--- src/rtl/ipid_pkg.sv ---
// Shared constants and types for the incremental PID controller.
`default_nettype none

package ipid_pkg;

    localparam int FRAC_BITS_DEF   = 8;
    localparam int SAMPLE_BITS_DEF = 12;

    localparam int SETPOINT_W = 12;
    localparam int GAIN_W     = 16;
    localparam int DRIVE_W    = 10;
    localparam int CFG_W      = 16;
    localparam int CFG_IDX_W  = 3;

    typedef enum logic [CFG_IDX_W-1:0] {
        CFG_SETPOINT = 3'd0,
        CFG_GAIN_K1  = 3'd1,
        CFG_GAIN_K2  = 3'd2,
        CFG_GAIN_K3  = 3'd3,
        CFG_OUT_MIN  = 3'd4,
        CFG_OUT_MAX  = 3'd5
    } t_cfg_idx;

    localparam logic [SETPOINT_W-1:0]    SETPOINT_RST = 12'd0;
    localparam logic signed [GAIN_W-1:0] GAIN_K1_RST  = 16'sd320;
    localparam logic signed [GAIN_W-1:0] GAIN_K2_RST  = -16'sd256;
    localparam logic signed [GAIN_W-1:0] GAIN_K3_RST  = 16'sd0;
    localparam logic [DRIVE_W-1:0]       OUT_MIN_RST  = 10'd0;
    localparam logic [DRIVE_W-1:0]       OUT_MAX_RST  = 10'd1023;

endpackage

`default_nettype wire

--- src/rtl/incremental_pid_fixed_point.sv ---
// Top level of the incremental (velocity-form) PID controller.
//
//  Channel  | Direction | Handshake               | Payload
//  ---------+-----------+-------------------------+-------------------------
//  in       | sink      | i_in_valid / o_in_stall | i_sample
//  out      | source    | o_out_valid/i_out_stall | o_drive, o_clamped
//  cfg      | sink      | i_cfg_we                | i_cfg_idx, i_cfg_data
//
// One sample per cycle while the output is not stalled. A sample is held in the
// input register; the three products, their sum, the shift, the add and the
// clamp run combinationally from there into the result register.
// Synchronous active-low reset loads the config defaults and clears error history and previous drive.
// A stall on the output holds the result register and the input register;
// the input still takes a transfer while the held sample can move on.
`default_nettype none

module incremental_pid_fixed_point #(
    parameter int FRAC_BITS   = ipid_pkg::FRAC_BITS_DEF,
    parameter int SAMPLE_BITS = ipid_pkg::SAMPLE_BITS_DEF
) (
    input  wire logic                          i_clk,
    input  wire logic                          i_rst_n,
    input  wire logic                          i_in_valid,
    output logic                               o_in_stall,
    input  wire logic [SAMPLE_BITS-1:0]        i_sample,
    output logic                               o_out_valid,
    input  wire logic                          i_out_stall,
    output logic [ipid_pkg::DRIVE_W-1:0]       o_drive,
    output logic                               o_clamped,
    input  wire logic                          i_cfg_we,
    input  wire logic [ipid_pkg::CFG_IDX_W-1:0] i_cfg_idx,
    input  wire logic [ipid_pkg::CFG_W-1:0]    i_cfg_data
);
    import ipid_pkg::*;

    localparam int SP_W = (SAMPLE_BITS < SETPOINT_W) ? SAMPLE_BITS : SETPOINT_W;
    localparam int EW   = SAMPLE_BITS + 1;   // error width
    localparam int PW   = GAIN_W + EW;       // product width
    localparam int SW   = PW + 2;            // sum of three products
    localparam int YW   = SW + 1;            // after adding previous drive

    // configuration
    logic [SETPOINT_W-1:0]    r_setpoint;
    logic signed [GAIN_W-1:0] r_k1, r_k2, r_k3;
    logic [DRIVE_W-1:0]       r_out_min, r_out_max;

    // pipeline and state
    logic                     r_in_valid;
    logic [SAMPLE_BITS-1:0]   r_sample;
    logic                     r_out_valid;
    logic [DRIVE_W-1:0]       r_drive;
    logic                     r_clamped;
    logic signed [EW-1:0]     r_prev_error, r_older_error;
    logic [DRIVE_W-1:0]       r_prev_drive;

    logic                     w_advance;
    logic [SAMPLE_BITS-1:0]   w_sp;
    logic signed [EW-1:0]     w_err;
    logic signed [PW-1:0]     w_p1, w_p2, w_p3;
    logic signed [SW-1:0]     w_sum, w_inc;
    logic signed [YW-1:0]     w_y, w_pd, w_min, w_max;
    logic [DRIVE_W-1:0]       n_drive;
    logic                     n_clamped;

    assign w_advance   = r_in_valid && (!r_out_valid || !i_out_stall);
    assign o_in_stall  = r_in_valid && !w_advance;
    assign o_out_valid = r_out_valid;
    assign o_drive     = r_drive;
    assign o_clamped   = r_clamped;

    always_ff @(posedge i_clk) begin
        if (!i_rst_n) begin
            r_setpoint <= SETPOINT_RST;
            r_k1       <= GAIN_K1_RST;
            r_k2       <= GAIN_K2_RST;
            r_k3       <= GAIN_K3_RST;
            r_out_min  <= OUT_MIN_RST;
            r_out_max  <= OUT_MAX_RST;
        end else if (i_cfg_we) begin
            unique case (i_cfg_idx)
                CFG_SETPOINT: r_setpoint <= i_cfg_data[SETPOINT_W-1:0];
                CFG_GAIN_K1:  r_k1       <= $signed(i_cfg_data[GAIN_W-1:0]);
                CFG_GAIN_K2:  r_k2       <= $signed(i_cfg_data[GAIN_W-1:0]);
                CFG_GAIN_K3:  r_k3       <= $signed(i_cfg_data[GAIN_W-1:0]);
                CFG_OUT_MIN:  r_out_min  <= i_cfg_data[DRIVE_W-1:0];
                CFG_OUT_MAX:  r_out_max  <= i_cfg_data[DRIVE_W-1:0];
                default: ;   // writes past the last register are dropped
            endcase
        end
    end

    // error and weighted sum, kept at full width so nothing wraps
    assign w_sp  = SAMPLE_BITS'(r_setpoint[SP_W-1:0]);
    assign w_err = $signed({1'b0, w_sp}) - $signed({1'b0, r_sample});
    assign w_p1  = r_k1 * w_err;
    assign w_p2  = r_k2 * r_prev_error;
    assign w_p3  = r_k3 * r_older_error;
    assign w_sum = SW'(w_p1) + SW'(w_p2) + SW'(w_p3);
    assign w_inc = w_sum >>> FRAC_BITS;   // floor

    assign w_pd  = YW'({1'b0, r_prev_drive});
    assign w_min = YW'({1'b0, r_out_min});
    assign w_max = YW'({1'b0, r_out_max});
    assign w_y   = YW'(w_inc) + w_pd;

    // upper limit is checked first; when the limits cross, a value above it gets the upper limit, any other the lower
    always_comb begin
        priority if (w_y > w_max) begin
            n_drive   = r_out_max;
            n_clamped = 1'b1;
        end else if (w_y < w_min) begin
            n_drive   = r_out_min;
            n_clamped = 1'b1;
        end else begin
            n_drive   = w_y[DRIVE_W-1:0];
            n_clamped = 1'b0;
        end
    end

    always_ff @(posedge i_clk) begin
        if (!i_rst_n) begin
            r_in_valid    <= 1'b0;
            r_out_valid   <= 1'b0;
            r_prev_error  <= '0;
            r_older_error <= '0;
            r_prev_drive  <= '0;
        end else begin
            if (i_in_valid && !o_in_stall) begin
                r_in_valid <= 1'b1;
            end else if (w_advance) begin
                r_in_valid <= 1'b0;
            end
            if (w_advance) begin
                r_out_valid   <= 1'b1;
                r_prev_error  <= w_err;
                r_older_error <= r_prev_error;
                r_prev_drive  <= n_drive;
            end else if (!i_out_stall) begin
                r_out_valid <= 1'b0;
            end
        end
    end

    always_ff @(posedge i_clk) begin
        if (i_in_valid && !o_in_stall) begin
            r_sample <= i_sample;
        end
        if (w_advance) begin
            r_drive   <= n_drive;
            r_clamped <= n_clamped;
        end
    end

`ifndef SYNTHESIS
    a_drive_fed_back: assert property (@(posedge i_clk) disable iff (!i_rst_n)
        w_advance |=> r_prev_drive == o_drive)
        else $error("previous drive differs from the transferred result");

    a_error_shift: assert property (@(posedge i_clk) disable iff (!i_rst_n)
        w_advance |=> r_prev_error == $past(w_err) && r_older_error == $past(r_prev_error))
        else $error("error history not shifted on advance");

    a_state_held: assert property (@(posedge i_clk) disable iff (!i_rst_n)
        !w_advance |=> $stable(r_prev_drive) && $stable(r_prev_error))
        else $error("controller state changed without a sample");

    a_clamp_value: assert property (@(posedge i_clk) disable iff (!i_rst_n)
        w_advance && n_clamped |-> n_drive == r_out_max || n_drive == r_out_min)
        else $error("clamped drive is not a limit");
`endif

endmodule

`default_nettype wire
--- config.mk ---
export PLATFORM = sky130hd
export DESIGN_NAME = incremental_pid_fixed_point
export DESIGN_NICKNAME = d
export VERILOG_FILES = /design/src/rtl/ipid_pkg.sv /design/src/rtl/incremental_pid_fixed_point.sv
export SDC_FILE = /design/constraint.sdc
export NUM_CORES = 2
export LEC_CHECK = 0
export BUFFER_PORTS_ARGS = -buffer_cell sky130_fd_sc_hd__buf_4
export CORE_MARGIN = 3
export CORE_UTILIZATION = 40
export CTS_CLUSTER_DIAMETER = 80
export DETAILED_ROUTE_END_ITERATION = 10
export GPL_TIMING_DRIVEN = 0
export PLACE_DENSITY = 0.59
export SYNTH_ARGS = -nofsm -noshare
export SYNTH_HDL_FRONTEND = slang
export SYNTH_SLANG_ARGS = --single-unit
export TNS_END_PERCENT = 50
--- constraint.sdc ---
create_clock -name i_clk -period 13.9 [get_ports i_clk]
set_input_delay 2.78 -clock i_clk [delete_from_list [all_inputs] [get_ports i_clk]]
set_output_delay 2.78 -clock i_clk [all_outputs]
set_load 0.02 [all_outputs]
==> impl_metrics.json <==
{
  "multi_input_area_um2": 24660,
  "ys.flop_type": "dfxtp_1",
  "worst_path_largest_cell_delay_ps": 580,
  "grt_pass1_wl_mm": 146.0,
  "initial_core_util": 0.4039,
  "synth_enable_flop_cells": 23,
  "holdBufCountCts": 0,
  "synth_top_family_by_area": "adder cells",
  "pre_cts_ws_ps": 510.2,
  "fin_nets": 4476,
  "dpl.cell_count": 4528,
  "die_h_um": 285.9,
  "post_cts_resized": 0,
  "syn-cell-area_um2": 31340,
  "fin_crit_sh": 0.9486,
  "relSlewSlack": 0.1184,
  "postCtsSetupBuffers": 0,
  "cts-buffers-inserted": 17,
  "worstSetupPathType": "reg2reg",
  "drtIter0Drc": 1623,
  "holdCritPathClass": "reg2reg",
  "setup_viol_count_final": 0,
  "drt_pass1_iterations": 8,
  "cp-end-kind": "register",
  "clock-sinks": 141,
  "die_area_um2": 81750,
  "place_area_um2": 33000,
  "n_fill_cell": 7753,
  "ff_latch_area_um2": 3053,
  "hpwl_mm": 81.00,
  "arrival_ps": 13390,
  "ys_seq_area_frac": 0.09741,
  "rows": 102,
  "finalHoldViolCount": 0,
  "synth_simple_gate_area_frac": 0.1619,
  "synth_area_per_cell_um2": 9.111,
  "cpMaxStageDelayCell": "fa_1",
  "layout_commonest_cell": "inv_1",
  "area_growth_pct": 7.345,
  "fin_ws_ps": 715.1,
  "io_buffers": 48,
  "critPathTopFamily": "adder cells",
  "slew_violations": 0,
  "fin_area_um2": 33640,
  "cts_tree": "done",
  "remaining_drc_errors": 0,
  "status": "completed",
  "wire_per_inst_um": 20.61,
  "synthDistinctLibCells": 75,
  "whs_ps": 467.0,
  "gr-total-overflow": 0,
  "via_count": 23130,
  "critPathLaunchType": "register",
  "async_flop_share": 0,
  "ys_ff_latch": 141,
  "synthCells": 3440,
  "cts_max_path_buffers": 2,
  "grt_max_degree": 21,
  "finalWirelength_mm": 94.08,
  "h-tree-depth": 4,
  "path_clk_slew_ps": 70,
  "synth_compound_area_frac": 0.06148,
  "grt_pass1_vias": 23860,
  "synthMuxAreaShare": 0.002675,
  "root_buffer": "clkbuf_16",
  "final_cell_mix": "inv_1 (807), fa_1 (734), nand2_1 (558)",
  "timing.critical_path.buf_inv": 6,
  "cap_violations": 0,
  "clock_latency_ps": 460,
  "synth_xor_area_frac": 0.01202,
  "place.gp.congestion": 0.9740,
  "synth_warnings": 0,
  "fin_cells": 4564,
  "viasPerCell": 5.069,
  "worstPathRequired_ps": 14100,
  "antenna_found_initial": 3,
  "core-area_um2": 77590,
  "worst_pin_slew_ps": 1322,
  "crit_top_cell": "fa_1",
  "skew_ps": 20.02,
  "drtAntennaViolNets": 0,
  "grt_usage": 0.2392,
  "pin_count": 49,
  "die_w_um": 285.9,
  "syn-num-nets": 4409,
  "timing.fmax_ghz": 0.07584,
  "min_period_ps": 13180,
  "synth_fa_ha_area_frac": 0.5483,
  "drive_gt1_frac": 0.03977,
  "crit_fanout": 10
}
-- worst reg2reg max path, delay by kind of cell, from the launching register on --
family                   cells  cell delay (ps)
XOR/XNOR                     1              200
flip-flops                   1              380
AO/OA/AOI/OAI               17             3730
adder cells (fa/ha/maj)     12             5300
AND/OR/NAND/NOR              9             2000
buffers and inverters        6             1060
multiplexers                 1              270
-- per-stage QoR --
step                TNS (ps)  utilization
floorplan                  0            -
global placement           0       0.4253
detailed placement         0       0.4253
CTS                        0       0.4333
global route          -1.150       0.4335
finish                     0       0.4336
-- flip-flops by register name, summed over array words and instances (netlist names), 12 cells and up --
name and flops:
r_k1 16, r_k2 16, r_k3 16, r_older_error 13, r_prev_error 13, r_sample 12
r_setpoint 12
-- final cells by class --
class	instances	share of cell area
inverter	811	0.09048
clock buffer	17	0.01264
clock inverter	15	0.005615
antenna	4	0.0002975
multi-input combinational	2334	0.7329
buffer	154	0.01789
sequential	141	0.09074
timing repair buffer	48	0.01071
tap	1040	0.03868
-- cell families (layout without fill, tap and decap cells) --
logic type / after synthesis / count (layout)
other: 0 / 4
multiplexers: 8 / 8
flip-flops: 141 / 141
AND/OR/NAND/NOR: 1057 / 1057
adder cells (fa/ha/maj): 933 / 933
AO/OA/AOI/OAI: 293 / 293
buffers and inverters: 965 / 1045
XOR/XNOR: 43 / 43
-- cells in the mapped netlist, types with 31 or more instances --
cell,instances,share of area
clkbuf_1,140,0.017
and2_1,229,0.046
nand3_1,35,0.0056
inv_1,807,0.097
nand2b_1,36,0.0072
fa_1,734,0.47
nor2b_1,31,0.0062
dfxtp_1,118,0.075
ha_1,199,0.079
nand2_1,558,0.067
xnor2_1,35,0.0098
nor2_1,60,0.0072
o21ai_0,34,0.0054
a21oi_1,126,0.020
-- worst paths after layout --
kind             startpoint        endpoint  slack, ps  cells past startpoint
max             r_sample[0]      o_drive[9]        720                     46
min          r_setpoint[11]  r_setpoint[11]        470                      2
max reg2reg     r_sample[0]      o_drive[9]        720                     46
min reg2reg  r_setpoint[11]  r_setpoint[11]        470                      2
-- layer usage --
layer,GRT usage,vias up,share of wire
met5,0,-,0
met4,0.09135,0,0.044
met3,0.02614,155,0.054
met2,0.4005,697,0.49
met1,0.3204,11930,0.41
li1,-,10350,-
Power is not shown: default switching activity piles up to over one toggle a cycle in this logic, so the estimate is an artifact.
